<file path="config.mk">
export PLATFORM = sky130hd
export DESIGN_NAME = rpp_cordic_stage
export DESIGN_NICKNAME = d
export VERILOG_FILES = /design/src/design/assert_macros.svh /design/src/design/rpp_pkg.sv /design/src/design/rpp_cordic_stage.sv
export SDC_FILE = /design/constraint.sdc
export NUM_CORES = 1
export LEC_CHECK = 0
export BUFFER_PORTS_ARGS = -buffer_cell sky130_fd_sc_hd__buf_4
export CAP_MARGIN = 20
export CORE_MARGIN = 3
export CORE_UTILIZATION = 47
export DETAILED_ROUTE_END_ITERATION = 6
export GPL_TIMING_DRIVEN = 0
export MAX_ROUTING_LAYER = met4
export PLACE_DENSITY = 0.74
export SLEW_MARGIN = 20
export SYNTH_ARGS = -nofsm -noshare
export SYNTH_HDL_FRONTEND = slang
export SYNTH_SLANG_ARGS = --single-unit
</file>
<file path="constraint.sdc">
create_clock -name clk -period 7.2 [get_ports clk]
set_clock_uncertainty 0.15 [all_clocks]
set_input_delay 2.16 -clock clk [delete_from_list [all_inputs] [get_ports clk]]
set_output_delay 2.16 -clock clk [all_outputs]
set_load 0.005 [all_outputs]
</file>
<file path="src/design/assert_macros.svh">
// assertion macros shared by the rotate point about pivot rtl
`ifndef ASSERT_MACROS_SVH
`define ASSERT_MACROS_SVH
`ifndef SYNTHESIS
`define RPP_ASSERT_IMP(label, clk_s, rst_ns, ante, cons) \
  label: assert property (@(posedge clk_s) disable iff (!(rst_ns)) (ante) |-> (cons)) \
    else $error("rpp assertion failed");
`define RPP_ASSERT_NXT(label, clk_s, rst_ns, ante, cons) \
  label: assert property (@(posedge clk_s) disable iff (!(rst_ns)) (ante) |=> (cons)) \
    else $error("rpp assertion failed");
`else
`define RPP_ASSERT_IMP(label, clk_s, rst_ns, ante, cons)
`define RPP_ASSERT_NXT(label, clk_s, rst_ns, ante, cons)
`endif
`endif

</file>
<file path="src/design/rpp_pkg.sv">
// types, constants and elaboration functions for the point rotation core
package rpp_pkg;

  // cordic datapath width and the fixed sum of coordinate plus guard bits
  localparam int CW          = 62;
  localparam int GUARD_TOTAL = 58;
  localparam int ANG_W       = 32;
  localparam int RW          = 24;
  localparam int MAGW        = CW - 1;

  // angle reduction: magnitude mod 360 degrees via reciprocal multiply
  localparam int          DEG_TURN    = 360;
  localparam logic [15:0] RECIP_360   = 16'd46604;
  localparam int          RECIP_SHIFT = 24;
  localparam logic [24:0] DEG_90      = 25'(90 * 65536);
  localparam logic [24:0] DEG_180     = 25'(180 * 65536);
  localparam logic [24:0] DEG_270     = 25'(270 * 65536);
  localparam logic [24:0] DEG_360     = 25'(360 * 65536);

  // folded angle times 5^16, split in two partial products
  localparam logic [63:0]       FIVE_POW_16 = 64'd152587890625;
  localparam int                ZSPLIT      = 19;
  localparam logic [ZSPLIT-1:0] Z_LO        = FIVE_POW_16[ZSPLIT-1:0];
  localparam logic [ZSPLIT-1:0] Z_HI        = FIVE_POW_16[2*ZSPLIT-1:ZSPLIT];

  typedef logic signed [CW-1:0] cword_t;

  typedef struct packed {
    cword_t x;
    cword_t y;
    cword_t z;
  } cvec_t;

  // atan(2^-i) in units of 1e-16 degree
  localparam cword_t ATAN_TBL [0:31] = '{
    62'sd450000000000000000, 62'sd265650511770779900, 62'sd140362434679264790,
    62'sd71250163489017980,  62'sd35763343749973510,  62'sd17899106082460690,
    62'sd8951737102110744,   62'sd4476141708605531,   62'sd2238105003685381,
    62'sd1119056770662069,   62'sd559528918938037,    62'sd279764526170037,
    62'sd139882271422650,    62'sd69941136753529,     62'sd34970568507040,
    62'sd17485284269804,     62'sd8742642136938,      62'sd4371321068723,
    62'sd2185660534393,      62'sd1092830267201,      62'sd546415133601,
    62'sd273207566800,       62'sd136603783400,       62'sd68301891700,
    62'sd34150945850,        62'sd17075472925,        62'sd8537736463,
    62'sd4268868231,         62'sd2134434116,         62'sd1067217058,
    62'sd533608529,          62'sd266804264
  };

  function automatic logic [63:0] isqrt64(input logic [63:0] n);
    logic [63:0] res;
    logic [63:0] bit_v;
    logic [63:0] rem_v;
    res   = '0;
    bit_v = 64'd1 << 62;
    rem_v = n;
    for (int j = 0; j < 32; j++) begin
      if (rem_v >= res + bit_v) begin
        rem_v = rem_v - (res + bit_v);
        res   = (res >> 1) + bit_v;
      end else begin
        res = res >> 1;
      end
      bit_v = bit_v >> 2;
    end
    return res;
  endfunction

  // sqrt of the cordic gain product in q60, used to form 1/k in q31
  function automatic logic [63:0] gain_sqrt(input int stages);
    logic [63:0] p;
    logic [63:0] s;
    p = 64'd1 << 60;
    for (int i = 0; i < 32; i++) begin
      if (i < stages) begin
        p = p + (p >> (2 * i));
      end
    end
    s = isqrt64(p);
    if (s == 64'd0) begin
      s = 64'd1;
    end
    return s;
  endfunction

endpackage

</file>
<file path="src/design/rpp_cordic_stage.sv">
// one registered cordic micro-rotation in rotation mode
module rpp_cordic_stage #(
  parameter int COORD_WIDTH = 32,
  parameter int STAGE       = 0
) (
  input  logic                          clk,
  input  logic                          rst_n,
  input  logic                          en,
  input  logic                          in_valid,
  input  rpp_pkg::cvec_t                in_vec,
  input  logic signed [COORD_WIDTH-1:0] in_pivot_x,
  input  logic signed [COORD_WIDTH-1:0] in_pivot_y,
  output logic                          out_valid,
  output rpp_pkg::cvec_t                out_vec,
  output logic signed [COORD_WIDTH-1:0] out_pivot_x,
  output logic signed [COORD_WIDTH-1:0] out_pivot_y
);

  logic                          valid_r;
  rpp_pkg::cvec_t                vec_r, vec_nxt;
  logic signed [COORD_WIDTH-1:0] qx_r, qy_r;
  rpp_pkg::cword_t               xs, ys;

  always_comb begin
    xs = in_vec.x >>> STAGE;
    ys = in_vec.y >>> STAGE;
    if (!in_vec.z[rpp_pkg::CW-1]) begin
      vec_nxt.x = in_vec.x - ys;
      vec_nxt.y = in_vec.y + xs;
      vec_nxt.z = in_vec.z - rpp_pkg::ATAN_TBL[STAGE];
    end else begin
      vec_nxt.x = in_vec.x + ys;
      vec_nxt.y = in_vec.y - xs;
      vec_nxt.z = in_vec.z + rpp_pkg::ATAN_TBL[STAGE];
    end
  end

  always_ff @(posedge clk) begin
    if (!rst_n) begin
      valid_r <= 1'b0;
    end else if (en) begin
      valid_r <= in_valid;
    end
  end

  always_ff @(posedge clk) begin
    if (en) begin
      vec_r <= vec_nxt;
      qx_r  <= in_pivot_x;
      qy_r  <= in_pivot_y;
    end
  end

  assign out_valid   = valid_r;
  assign out_vec     = vec_r;
  assign out_pivot_x = qx_r;
  assign out_pivot_y = qy_r;

endmodule

</file>
==> metrics.txt <==
status=complete, but fails checks; failing checks=design-rule violations; worst skew pair latency=about 0.56 ns; worst hold path type=reg2reg; met1 GRT Util=0.426; Hold Violations, Final=0; Worst EP required=roughly 7.4 ns; mapped cell area=about 21,000 um2; core area=between 40,000 and 50,000 um2; Max stage delay on crit path=approximately 1 ns; post-synthesis sequential area ratio=0.356; First-pass DRT Iterations=7; top post-synthesis cells by area=edfxtp_1 (36%), ha_1 (13%), a21oi_1 (7.9%); share of cells above drive strength 1=0.211; FF-to-FF path depth=2; PortBufs=504; Vias=roughly 21,000; non-filler cells, final=3,492; FILL cells=~3,800; synthesis-to-finish area growth=26.2%; CTS H-tree depth=1; final net count=3,361; Clock Sinks=250; die area=about 47,000 um2; Starting Density=0.483; final period utilization=0.956; CTS Hold Bufs=0; root buffer cell=clkbuf_16; post-route cell area=about 27,000 um2; count of final setup violators=0; Main synth FF type=edfxtp_1; hold path cells=2; wirelength, routed=a little under 90,000 um; GRT met3 Usage=0.0645; GR Util met2=0.598; Synth area leader=edfxtp_1; GPL Wtd Cong=1.04; Die Width=~220 um; Worst setup SP type=input pin; CP Capture Type=flop; fmax=between 100 and 150 MHz; ordered cell list for the critical path=buf_4 -> inv_1 -> ha_1 -> fa_1 -> nor2b_1 -> o211ai_1 -> a32o_1 -> o211ai_1 -> o221ai_1 -> o31ai_1 -> a21oi_1 -> o21bai_1 -> a21oi_1 -> mux2i_1 -> xor2_1; CTS Buf Count=29; DRT iter0 DRCs=~2,400; DIE HEIGHT=218 um; syn nets=2,823; all-layer global routing usage=0.362; postcts setup bufs=0; CTS tree=yes; Via-to-Cell Ratio=between 6 and 7; Worst VDD drop=roughly 190 uV; clk slew on worst S/H paths=around 0.06 ns; cells resized by post-CTS repair=0; Crit Path Max Fanout=4; drt drc=1; slew at the pin closest to its max-slew limit=1.11 ns; arrival time worst endpoint=a little over 7 ns; cells after synthesis=between 2,000 and 2,500; first-pass GRT wire length=approximately 130,000 um; slowest CP cell=o31ai_1; RSZ-0062 raised after global routing=no; Final min period=approximately 6.9 ns; antenna viol nets, final=0; Slew Viols, Final=0; number of synthesized flops with an enable pin=~250; Rel. slew slack=0.260; num rows=76; Cell Area, Placed=~26,000 um2; pwr dens=201 nW/um2; routed len/inst=25.3 um; clock buffer depth=3; Pleak=11.7 nW; YS warnings=0; antenna violations before repair=9; register bit count reported by yosys=250; Final HPWL DP=approximately 70,000 um; busiest layer in global routing=met2; Top Ports=about 500; ys async rst share=0; Avg Cell Area, Syn=~9.0 um2; Worst Setup Path Type=in2reg; max cap viols=0; placed cell count=around 3,400; post-synth top area share=0.355; vias in the first global route=around 20,000; largest net degree at the start of global routing=~110; Netlist cell types=78; Overflow after GRT=0
==> registers in the layout, indices dropped and copies added (netlist names) <==
register,flops
out_pivot_x,32
out_vec,185
out_valid,1
out_pivot_y,32
==> path summary, 6_finish.rpt <==
check,from,to,slack [ns]
worst max-delay path,in_vec[62],out_vec[122]$_DFFE_PP_,0.32
worst min-delay path,out_valid$_SDFFE_PN0P_,out_valid$_SDFFE_PN0P_,0.43
worst max register to register,out_valid$_SDFFE_PN0P_,out_valid$_SDFFE_PN0P_,6.39
worst min register to register,out_valid$_SDFFE_PN0P_,out_valid$_SDFFE_PN0P_,0.43
==> through the flow <==
stage | total power, mW | hold slack [ns] | setup slack [ns] | setup TNS [ns] | util
4_1_cts | 5.33 | 0.426 | 0.558 | 0 | 0.609
5_1_grt | 5.56 | 0.467 | 0.0755 | 0 | 0.609
6_report | 5.34 | 0.427 | 0.319 | 0 | 0.609
3_3_place_gp | 3.87 | 0.356 | -0.980 | -7.32 | 0.586
2_1_floorplan | 2.95 | 0.357 | 1.14 | 0 | -
3_5_place_dp | 3.88 | 0.415 | -0.0420 | -0.0420 | 0.588
==> cell usage after synthesis, types with 22 or more instances <==
cell type / n
a21o_1: 67
a21oi_1: 331
a31oi_1: 22
buf_2: 26
clkbuf_1: 47
edfxtp_1: 249
ha_1: 227
inv_1: 195
mux2i_1: 26
nand2_1: 131
nand3_1: 36
nand4_1: 44
nor2_1: 169
nor2b_1: 30
nor3_1: 36
nor4_1: 26
o21ai_0: 149
o21bai_1: 88
o31ai_1: 24
xnor2_1: 133
xor2_1: 26
==> where the power goes <==
part	switching, mW	internal, mW	total (mW)
logic	1.15	0.804	1.95
registers	0.0802	1.88	1.96
clock network	0.617	0.814	1.43
==> cells by family (layout without fill, tap and decap cells) <==
logic type      Yosys count  after routing  synth area share
fa+ha+maj               231            231             0.139
mux                      26             26            0.0124
other cells               0              9                 0
simple gates            537            537             0.123
flops                   250            250             0.356
buf+inv                 297            857            0.0551
xor+xnor                159            159            0.0661
compound gates          838            838             0.249
==> final cells by class <==
cell class | instances | area, um2 | share of cell area
Antenna cell | 9 | 22.5 | 0.000847
Multi-Input combinational cell | 1791 | 12400 | 0.467
Inverter | 202 | 758 | 0.0285
Clock buffer | 37 | 756 | 0.0284
Sequential cell | 250 | 7500 | 0.282
Buffer | 95 | 405 | 0.0152
Clock inverter | 16 | 144 | 0.00541
Timing Repair Buffer | 507 | 3870 | 0.145
Tap cell | 585 | 732 | 0.0275
==> worst max-delay path, delay by kind of cell <==
family	cells	cell delay, ns
AO/OA/AOI/OAI	8	3.48
XOR/XNOR	1	0.31
adder cells (fa/ha/maj)	2	0.63
buffers and inverters	2	0.15
multiplexers	1	0.18
AND/OR/NAND/NOR	1	0.17
==> routing by layer <==
layer	vias to the layer above	wire length, um
met2	1244	42300
met3	272	7810
met5	-	0
li1	9598	-
met4	0	5130
met1	10107	33200
==> placed cells by master, fill, tap and decap left out, drive strengths merged, types with 13 or more instances in the layout <==
cell type	instances
clkbuf	85
a31oi	22
or2	13
a21o	67
o21bai	88
edfxtp	249
clkinv	14
o211ai	18
nor2	169
xnor2	133
o31ai	24
nand3	36
nor2b	30
a21oi	331
nor4	27
a211oi	22
xor2	26
nand2b	19
ha	227
buf	554
nor3	36
o21a	21
mux2i	26
nand4	44
inv	200
nand2	131
o21ai	151
Note: power is estimated with default switching activity, not from simulation.
