`config.mk`:
```
export PLATFORM = sky130hd
export DESIGN_NAME = rpp_front
export DESIGN_NICKNAME = d
export VERILOG_FILES = /design/src/design/assert_macros.svh /design/src/design/rpp_pkg.sv /design/src/design/rpp_front.sv
export SDC_FILE = /design/constraint.sdc
export NUM_CORES = 2
export LEC_CHECK = 0
export BUFFER_PORTS_ARGS = -buffer_cell sky130_fd_sc_hd__clkbuf_2
export CAP_MARGIN = 20
export CORE_AREA = 2 2 370 372
export DETAILED_ROUTE_END_ITERATION = 10
export DIE_AREA = 0 0 372 374
export GPL_TIMING_DRIVEN = 0
export HOLD_SLACK_MARGIN = 0.12
export PLACE_DENSITY = 0.62
export SYNTH_ARGS = -nofsm -noshare
export SYNTH_HDL_FRONTEND = slang
export SYNTH_SLANG_ARGS = --single-unit
```
`constraint.sdc`:
```
create_clock -name clk -period 6.9 [get_ports clk]
set_clock_uncertainty 0.1 [all_clocks]
set_input_delay 1.38 -clock clk [delete_from_list [all_inputs] [get_ports clk]]
set_output_delay 1.38 -clock clk [all_outputs]
set_load 0.01 [all_outputs]
```
`src/design/assert_macros.svh`:
```
// assertion macros shared by the rotate point about pivot rtl
`ifndef ASSERT_MACROS_SVH
`define ASSERT_MACROS_SVH
`ifndef SYNTHESIS
`define RPP_ASSERT_IMP(label, clk_s, rst_ns, ante, cons) \
  label: assert property (@(posedge clk_s) disable iff (!(rst_ns)) (ante) |-> (cons)) \
    else $error("rpp assertion failed");
`define RPP_ASSERT_NXT(label, clk_s, rst_ns, ante, cons) \
  label: assert property (@(posedge clk_s) disable iff (!(rst_ns)) (ante) |=> (cons)) \
    else $error("rpp assertion failed");
`else
`define RPP_ASSERT_IMP(label, clk_s, rst_ns, ante, cons)
`define RPP_ASSERT_NXT(label, clk_s, rst_ns, ante, cons)
`endif
`endif

```
`src/design/rpp_pkg.sv`:
```
// types, constants and elaboration functions for the point rotation core
package rpp_pkg;

  // cordic datapath width and the fixed sum of coordinate plus guard bits
  localparam int CW          = 62;
  localparam int GUARD_TOTAL = 58;
  localparam int ANG_W       = 32;
  localparam int RW          = 24;
  localparam int MAGW        = CW - 1;

  // angle reduction: magnitude mod 360 degrees via reciprocal multiply
  localparam int          DEG_TURN    = 360;
  localparam logic [15:0] RECIP_360   = 16'd46604;
  localparam int          RECIP_SHIFT = 24;
  localparam logic [24:0] DEG_90      = 25'(90 * 65536);
  localparam logic [24:0] DEG_180     = 25'(180 * 65536);
  localparam logic [24:0] DEG_270     = 25'(270 * 65536);
  localparam logic [24:0] DEG_360     = 25'(360 * 65536);

  // folded angle times 5^16, split in two partial products
  localparam logic [63:0]       FIVE_POW_16 = 64'd152587890625;
  localparam int                ZSPLIT      = 19;
  localparam logic [ZSPLIT-1:0] Z_LO        = FIVE_POW_16[ZSPLIT-1:0];
  localparam logic [ZSPLIT-1:0] Z_HI        = FIVE_POW_16[2*ZSPLIT-1:ZSPLIT];

  typedef logic signed [CW-1:0] cword_t;

  typedef struct packed {
    cword_t x;
    cword_t y;
    cword_t z;
  } cvec_t;

  // atan(2^-i) in units of 1e-16 degree
  localparam cword_t ATAN_TBL [0:31] = '{
    62'sd450000000000000000, 62'sd265650511770779900, 62'sd140362434679264790,
    62'sd71250163489017980,  62'sd35763343749973510,  62'sd17899106082460690,
    62'sd8951737102110744,   62'sd4476141708605531,   62'sd2238105003685381,
    62'sd1119056770662069,   62'sd559528918938037,    62'sd279764526170037,
    62'sd139882271422650,    62'sd69941136753529,     62'sd34970568507040,
    62'sd17485284269804,     62'sd8742642136938,      62'sd4371321068723,
    62'sd2185660534393,      62'sd1092830267201,      62'sd546415133601,
    62'sd273207566800,       62'sd136603783400,       62'sd68301891700,
    62'sd34150945850,        62'sd17075472925,        62'sd8537736463,
    62'sd4268868231,         62'sd2134434116,         62'sd1067217058,
    62'sd533608529,          62'sd266804264
  };

  function automatic logic [63:0] isqrt64(input logic [63:0] n);
    logic [63:0] res;
    logic [63:0] bit_v;
    logic [63:0] rem_v;
    res   = '0;
    bit_v = 64'd1 << 62;
    rem_v = n;
    for (int j = 0; j < 32; j++) begin
      if (rem_v >= res + bit_v) begin
        rem_v = rem_v - (res + bit_v);
        res   = (res >> 1) + bit_v;
      end else begin
        res = res >> 1;
      end
      bit_v = bit_v >> 2;
    end
    return res;
  endfunction

  // sqrt of the cordic gain product in q60, used to form 1/k in q31
  function automatic logic [63:0] gain_sqrt(input int stages);
    logic [63:0] p;
    logic [63:0] s;
    p = 64'd1 << 60;
    for (int i = 0; i < 32; i++) begin
      if (i < stages) begin
        p = p + (p >> (2 * i));
      end
    end
    s = isqrt64(p);
    if (s == 64'd0) begin
      s = 64'd1;
    end
    return s;
  endfunction

endpackage

```
`src/design/rpp_front.sv`:
```
// front end: offsets, angle reduction mod 360, quadrant fold and cordic setup
module rpp_front #(
  parameter int COORD_WIDTH = 32
) (
  input  logic                           clk,
  input  logic                           rst_n,
  input  logic                           en,
  input  logic                           in_valid,
  input  logic signed [COORD_WIDTH-1:0]  point_x,
  input  logic signed [COORD_WIDTH-1:0]  point_y,
  input  logic signed [COORD_WIDTH-1:0]  pivot_x,
  input  logic signed [COORD_WIDTH-1:0]  pivot_y,
  input  logic signed [rpp_pkg::ANG_W-1:0] angle_deg,
  output logic                           vec_valid,
  output rpp_pkg::cvec_t                 vec,
  output logic signed [COORD_WIDTH-1:0]  vec_pivot_x,
  output logic signed [COORD_WIDTH-1:0]  vec_pivot_y
);

  localparam int W     = COORD_WIDTH;
  localparam int DW    = W + 1;
  localparam int GUARD = rpp_pkg::GUARD_TOTAL - W;
  localparam int PW    = rpp_pkg::RW + rpp_pkg::ZSPLIT + 1;

  logic [5:0] valid_r;

  // stage 1
  logic signed [DW-1:0] s1_dx_r, s1_dy_r, s1_dx_nxt, s1_dy_nxt;
  logic signed [W-1:0]  s1_qx_r, s1_qy_r;
  logic                 s1_neg_r;
  logic [31:0]          s1_mag_r, s1_mag_nxt;
  // stage 2
  logic signed [DW-1:0] s2_dx_r, s2_dy_r;
  logic signed [W-1:0]  s2_qx_r, s2_qy_r;
  logic                 s2_neg_r;
  logic [15:0]          s2_h_r, s2_low_r;
  logic [31:0]          s2_prod_r;
  // stage 3
  logic signed [DW-1:0] s3_dx_r, s3_dy_r;
  logic signed [W-1:0]  s3_qx_r, s3_qy_r;
  logic                 s3_neg_r;
  logic [24:0]          s3_m_r;
  logic [7:0]           s3_q;
  logic [16:0]          s3_rem0, s3_rem;
  // stage 4
  logic signed [DW-1:0] s4_dx_r, s4_dy_r;
  logic signed [W-1:0]  s4_qx_r, s4_qy_r;
  logic signed [rpp_pkg::RW-1:0] s4_r_r;
  logic                 s4_flip_r, s4_flip_nxt;
  logic                 s4_le90, s4_lt270;
  logic [24:0]          s4_off;
  logic [25:0]          s4_a, s4_b, s4_diff;
  // stage 5
  logic signed [W-1:0]  s5_qx_r, s5_qy_r;
  logic signed [PW-1:0] s5_pl_r, s5_ph_r;
  rpp_pkg::cword_t      s5_x_r, s5_y_r;
  logic signed [DW-1:0] s5_dxf, s5_dyf;
  // stage 6
  rpp_pkg::cvec_t       s6_vec_r;
  logic signed [W-1:0]  s6_qx_r, s6_qy_r;

  always_comb begin
    s1_dx_nxt  = DW'(point_x) - DW'(pivot_x);
    s1_dy_nxt  = DW'(point_y) - DW'(pivot_y);
    s1_mag_nxt = angle_deg[31] ? (~angle_deg + 32'd1) : angle_deg;
  end

  // remainder of the integer degrees by 360, one correction step
  always_comb begin
    s3_q    = s2_prod_r[31:rpp_pkg::RECIP_SHIFT];
    s3_rem0 = {1'b0, s2_h_r} - 17'(s3_q) * 17'(rpp_pkg::DEG_TURN);
    s3_rem  = (s3_rem0 >= 17'(rpp_pkg::DEG_TURN)) ?
              s3_rem0 - 17'(rpp_pkg::DEG_TURN) : s3_rem0;
  end

  // fold magnitude into [-90, 90] with the sign of the input
  always_comb begin
    s4_le90     = (s3_m_r <= rpp_pkg::DEG_90);
    s4_lt270    = (s3_m_r < rpp_pkg::DEG_270);
    s4_flip_nxt = !s4_le90 && s4_lt270;
    if (s4_le90) begin
      s4_off = '0;
    end else if (s4_lt270) begin
      s4_off = rpp_pkg::DEG_180;
    end else begin
      s4_off = rpp_pkg::DEG_360;
    end
    s4_a    = s3_neg_r ? {1'b0, s4_off} : {1'b0, s3_m_r};
    s4_b    = s3_neg_r ? {1'b0, s3_m_r} : {1'b0, s4_off};
    s4_diff = s4_a - s4_b;
  end

  always_comb begin
    s5_dxf = s4_flip_r ? -s4_dx_r : s4_dx_r;
    s5_dyf = s4_flip_r ? -s4_dy_r : s4_dy_r;
  end

  always_ff @(posedge clk) begin
    if (!rst_n) begin
      valid_r <= '0;
    end else if (en) begin
      valid_r <= {valid_r[4:0], in_valid};
    end
  end

  always_ff @(posedge clk) begin
    if (en) begin
      s1_dx_r   <= s1_dx_nxt;
      s1_dy_r   <= s1_dy_nxt;
      s1_qx_r   <= pivot_x;
      s1_qy_r   <= pivot_y;
      s1_neg_r  <= angle_deg[31];
      s1_mag_r  <= s1_mag_nxt;

      s2_dx_r   <= s1_dx_r;
      s2_dy_r   <= s1_dy_r;
      s2_qx_r   <= s1_qx_r;
      s2_qy_r   <= s1_qy_r;
      s2_neg_r  <= s1_neg_r;
      s2_h_r    <= s1_mag_r[31:16];
      s2_low_r  <= s1_mag_r[15:0];
      s2_prod_r <= s1_mag_r[31:16] * rpp_pkg::RECIP_360;

      s3_dx_r   <= s2_dx_r;
      s3_dy_r   <= s2_dy_r;
      s3_qx_r   <= s2_qx_r;
      s3_qy_r   <= s2_qy_r;
      s3_neg_r  <= s2_neg_r;
      s3_m_r    <= {s3_rem[8:0], s2_low_r};

      s4_dx_r   <= s3_dx_r;
      s4_dy_r   <= s3_dy_r;
      s4_qx_r   <= s3_qx_r;
      s4_qy_r   <= s3_qy_r;
      s4_r_r    <= s4_diff[rpp_pkg::RW-1:0];
      s4_flip_r <= s4_flip_nxt;

      s5_qx_r   <= s4_qx_r;
      s5_qy_r   <= s4_qy_r;
      s5_pl_r   <= PW'(s4_r_r) * PW'($signed({1'b0, rpp_pkg::Z_LO}));
      s5_ph_r   <= PW'(s4_r_r) * PW'($signed({1'b0, rpp_pkg::Z_HI}));
      s5_x_r    <= rpp_pkg::CW'(s5_dxf) <<< GUARD;
      s5_y_r    <= rpp_pkg::CW'(s5_dyf) <<< GUARD;

      s6_qx_r   <= s5_qx_r;
      s6_qy_r   <= s5_qy_r;
      s6_vec_r.x <= s5_x_r;
      s6_vec_r.y <= s5_y_r;
      s6_vec_r.z <= (rpp_pkg::CW'(s5_ph_r) <<< rpp_pkg::ZSPLIT) + rpp_pkg::CW'(s5_pl_r);
    end
  end

  assign vec_valid   = valid_r[5];
  assign vec         = s6_vec_r;
  assign vec_pivot_x = s6_qx_r;
  assign vec_pivot_y = s6_qy_r;

endmodule

```
==> flow_summary.ini <==
[die]
ios = 415
core-area_um2 = 135000
num_rows = 135
die_area_um2 = 139100
initial_core_util = 0.4478
dieHeight_um = 374
die_w_um = 372

[grt]
grt.overflow.total = 0
grt_max_degree = 121
antenna_found_initial = 8
first_global_vias = 34970
grt_pass1_wl_mm = 194.7
grt_usage = 0.1827

[clock_tree]
htreeDepth = 3
numCtsBuffers = 112
insertion_delay_ns = 0.75
cts_sinks = 1057
hold_buffers = 0
cts.clk_slew.worst_paths_ns = 0.06
cts-root-buf = clkbuf_16
cts_tree = built
clock_path_buffers = 3

[timing]
slew_headroom = 0.2324
setup-violations-final = 0
fin_crit_sh = 0.9869
setup_slack_ns = 0.09069
max_freq_mhz = 146.9
post-route-min-period_ns = 6.809
setup_tns_ns = 0
slew_viol_final = 0
tightest_slew_ns = 1.151
hold_viol = 0

[synthesis]
synthFlopType = edfxtp_1
syn_inst = 4487
synthArstFlopShare = 0
syn_avg_cell_area_um2 = 13.47
synth_top_area_share = 0.5223
post-synth-top-count-cell = edfxtp_1
netlist_top_cells_count = 1,051 x edfxtp_1, 837 x inv_1, 553 x ha_1
ys_ff_latch = 1057
synth-edff-count = 1051
syn_area_um2 = 60430
synth_area_leader_cell = edfxtp_1
yosys.cell_types.count = 77
synth_area_leaders = edfxtp_1 52%, fa_1 14%, ha_1 11%
seq_area_frac_synth = 0.5243
yosysWarnings = 0

[layout]
fill_cells = 11580
final_cells = 7003
syn_to_final_growth_pct = 15.85
nets = 6251
layout-drive-gt1-share = 0.1527

[worst_setup_path]
worstPathArrival_ns = 7.18
cp_slowest_stage_delay_ns = 0.56
worst_ep_required_time_ns = 7.27
critical_path_class = flip-flop to flip-flop
worstSetupEndpointType = flip-flop
cp_slowest_cell = fa_1
startpoint_type = flip-flop
crit_top_cell = fa_1
cp_cell_sequence = buf_4 > buf_4 > ha_1 > fa_1 > fa_1 > fa_1 > fa_1 > inv_1 > fa_1 > inv_1 > ha_1 > nand3_1 > or2_2 > or3_1 > o32ai_4 > or4_4 > a31o_4 > a21oi_4 > o21ai_2 > xnor2_2
crit_path_max_fanout = 6

[placed_design]
dp_slack_ns = -1.268
dpl.cell_count = 6693
hpwl_mm = 95.92
gp_congestion = 0.9086
io_buffer_count = 362

[drt]
drt-pass1-iter-count = 7
route.detailed.drc = 0
drtIter0Drc = 2049
routed_wl_mm = 126.1
wl_per_cell_um = 18.00
ant_nets = 0
vias = 34456
viasPerCell = 4.920

[worst_hold_path]
hp-class = flip-flop to flip-flop

[run]
drv_cap = 0

[run_status]
status = complete, no violations
-- critical path: cells and delay by family, from the launching register on --
kind / cells / cell delay, ns
flops: 1 / 0.45
simple gates: 4 / 1.20
fa+ha+maj: 7 / 3.49
buf+inv: 4 / 0.51
xor+xnor: 1 / 0.07
compound gates: 4 / 0.75
-- kinds of logic after synthesis --
| family | Yosys count | synth area share |
|---|---|---|
| flops | 1057 | 0.5243 |
| fa+ha+maj | 964 | 0.2507 |
| buf+inv | 930 | 0.06137 |
| compound gates | 675 | 0.07191 |
| simple gates | 546 | 0.04557 |
| xor+xnor | 298 | 0.04344 |
| mux | 16 | 0.002733 |
| other cells | 1 | 0.00006206 |
-- final cells by class --
class	instances	area, um^2	share of cell area
tap	1781	2228	0.03183
timing repair buffer	473	2980	0.04257
clock inverter	76	870.8	0.01244
antenna	2	5.005	0.00007149
sequential	1057	31680	0.4525
buffer	91	560.5	0.008007
inverter	837	3157	0.04509
multi-input combinational	2551	25630	0.3662
clock buffer	135	2889	0.04127
-- routing by layer --
layer  GRT usage  vias to the layer above  part of all wire
met4     0.05866                        4             0.026
met3     0.04583                      185             0.063
li1            -                    16755                 -
met1      0.2346                    16825              0.43
met2      0.3023                      687              0.48
met5           0                        -           0.00018
-- what timing repair did --
| action | CTS | global route |
|---|---|---|
| gates resized for setup | 20 | 78 |
| gates cloned | 0 | 0 |
| hold endpoints to repair | 0 | 0 |
| setup endpoints to repair | 33 | 19 |
| pin swaps | 4 | 43 |
| setup buffers | 62 | 36 |
-- sequential cells by signal, summed over array words and instances (netlist names), 33 cells and up --
| signal | count |
|---|---|
| s3_dx_r | 33 |
| s5_ph_r | 41 |
| s5_y_r | 33 |
| s2_dy_r | 33 |
| s5_x_r | 33 |
| s4_dy_r | 33 |
| s1_dy_r | 33 |
| s5_pl_r | 43 |
| s3_dy_r | 33 |
| s1_dx_r | 33 |
| s4_dx_r | 33 |
| vec | 128 |
| s2_dx_r | 33 |
-- final timing paths --
| path | startpoint | endpoint | slack, ns | depth (start not counted) |
|---|---|---|---|---|
| hold reg to reg | s5_x_r[34]$_DFFE_PP_ | vec[158]$_DFFE_PP_ | 0.29 | 0 |
| hold / removal | s5_x_r[34]$_DFFE_PP_ | vec[158]$_DFFE_PP_ | 0.29 | 0 |
| setup / recovery | s4_r_r[12]$_DFFE_PP_ | s5_pl_r[41]$_DFFE_PP_ | 0.09 | 20 |
| setup reg to reg | s4_r_r[12]$_DFFE_PP_ | s5_pl_r[41]$_DFFE_PP_ | 0.09 | 20 |
-- placed cells by master, fill, tap and decap left out, types with 135 or more instances in the layout --
cell	n
ha_1	535
clkbuf_2	362
inv_1	827
nor2_1	135
edfxtp_1	1051
fa_1	409
xnor2_1	242
a21oi_1	179
buf_4	145
nand2_1	137
-- stage by stage --
stage | cell area, um^2 | utilization | hold slack [ns]
global placement | 64660 | 0.4791 | 0.3002
floorplan | 60620 | - | 0.3003
finish | 70010 | 0.5187 | 0.2857
detailed placement | 65000 | 0.4816 | 0.3045
global route | 70010 | 0.5187 | 0.2914
CTS | 69390 | 0.5141 | 0.2827
Power is not shown: default switching activity piles up to over one toggle a cycle in this logic, so the estimate is an artifact.
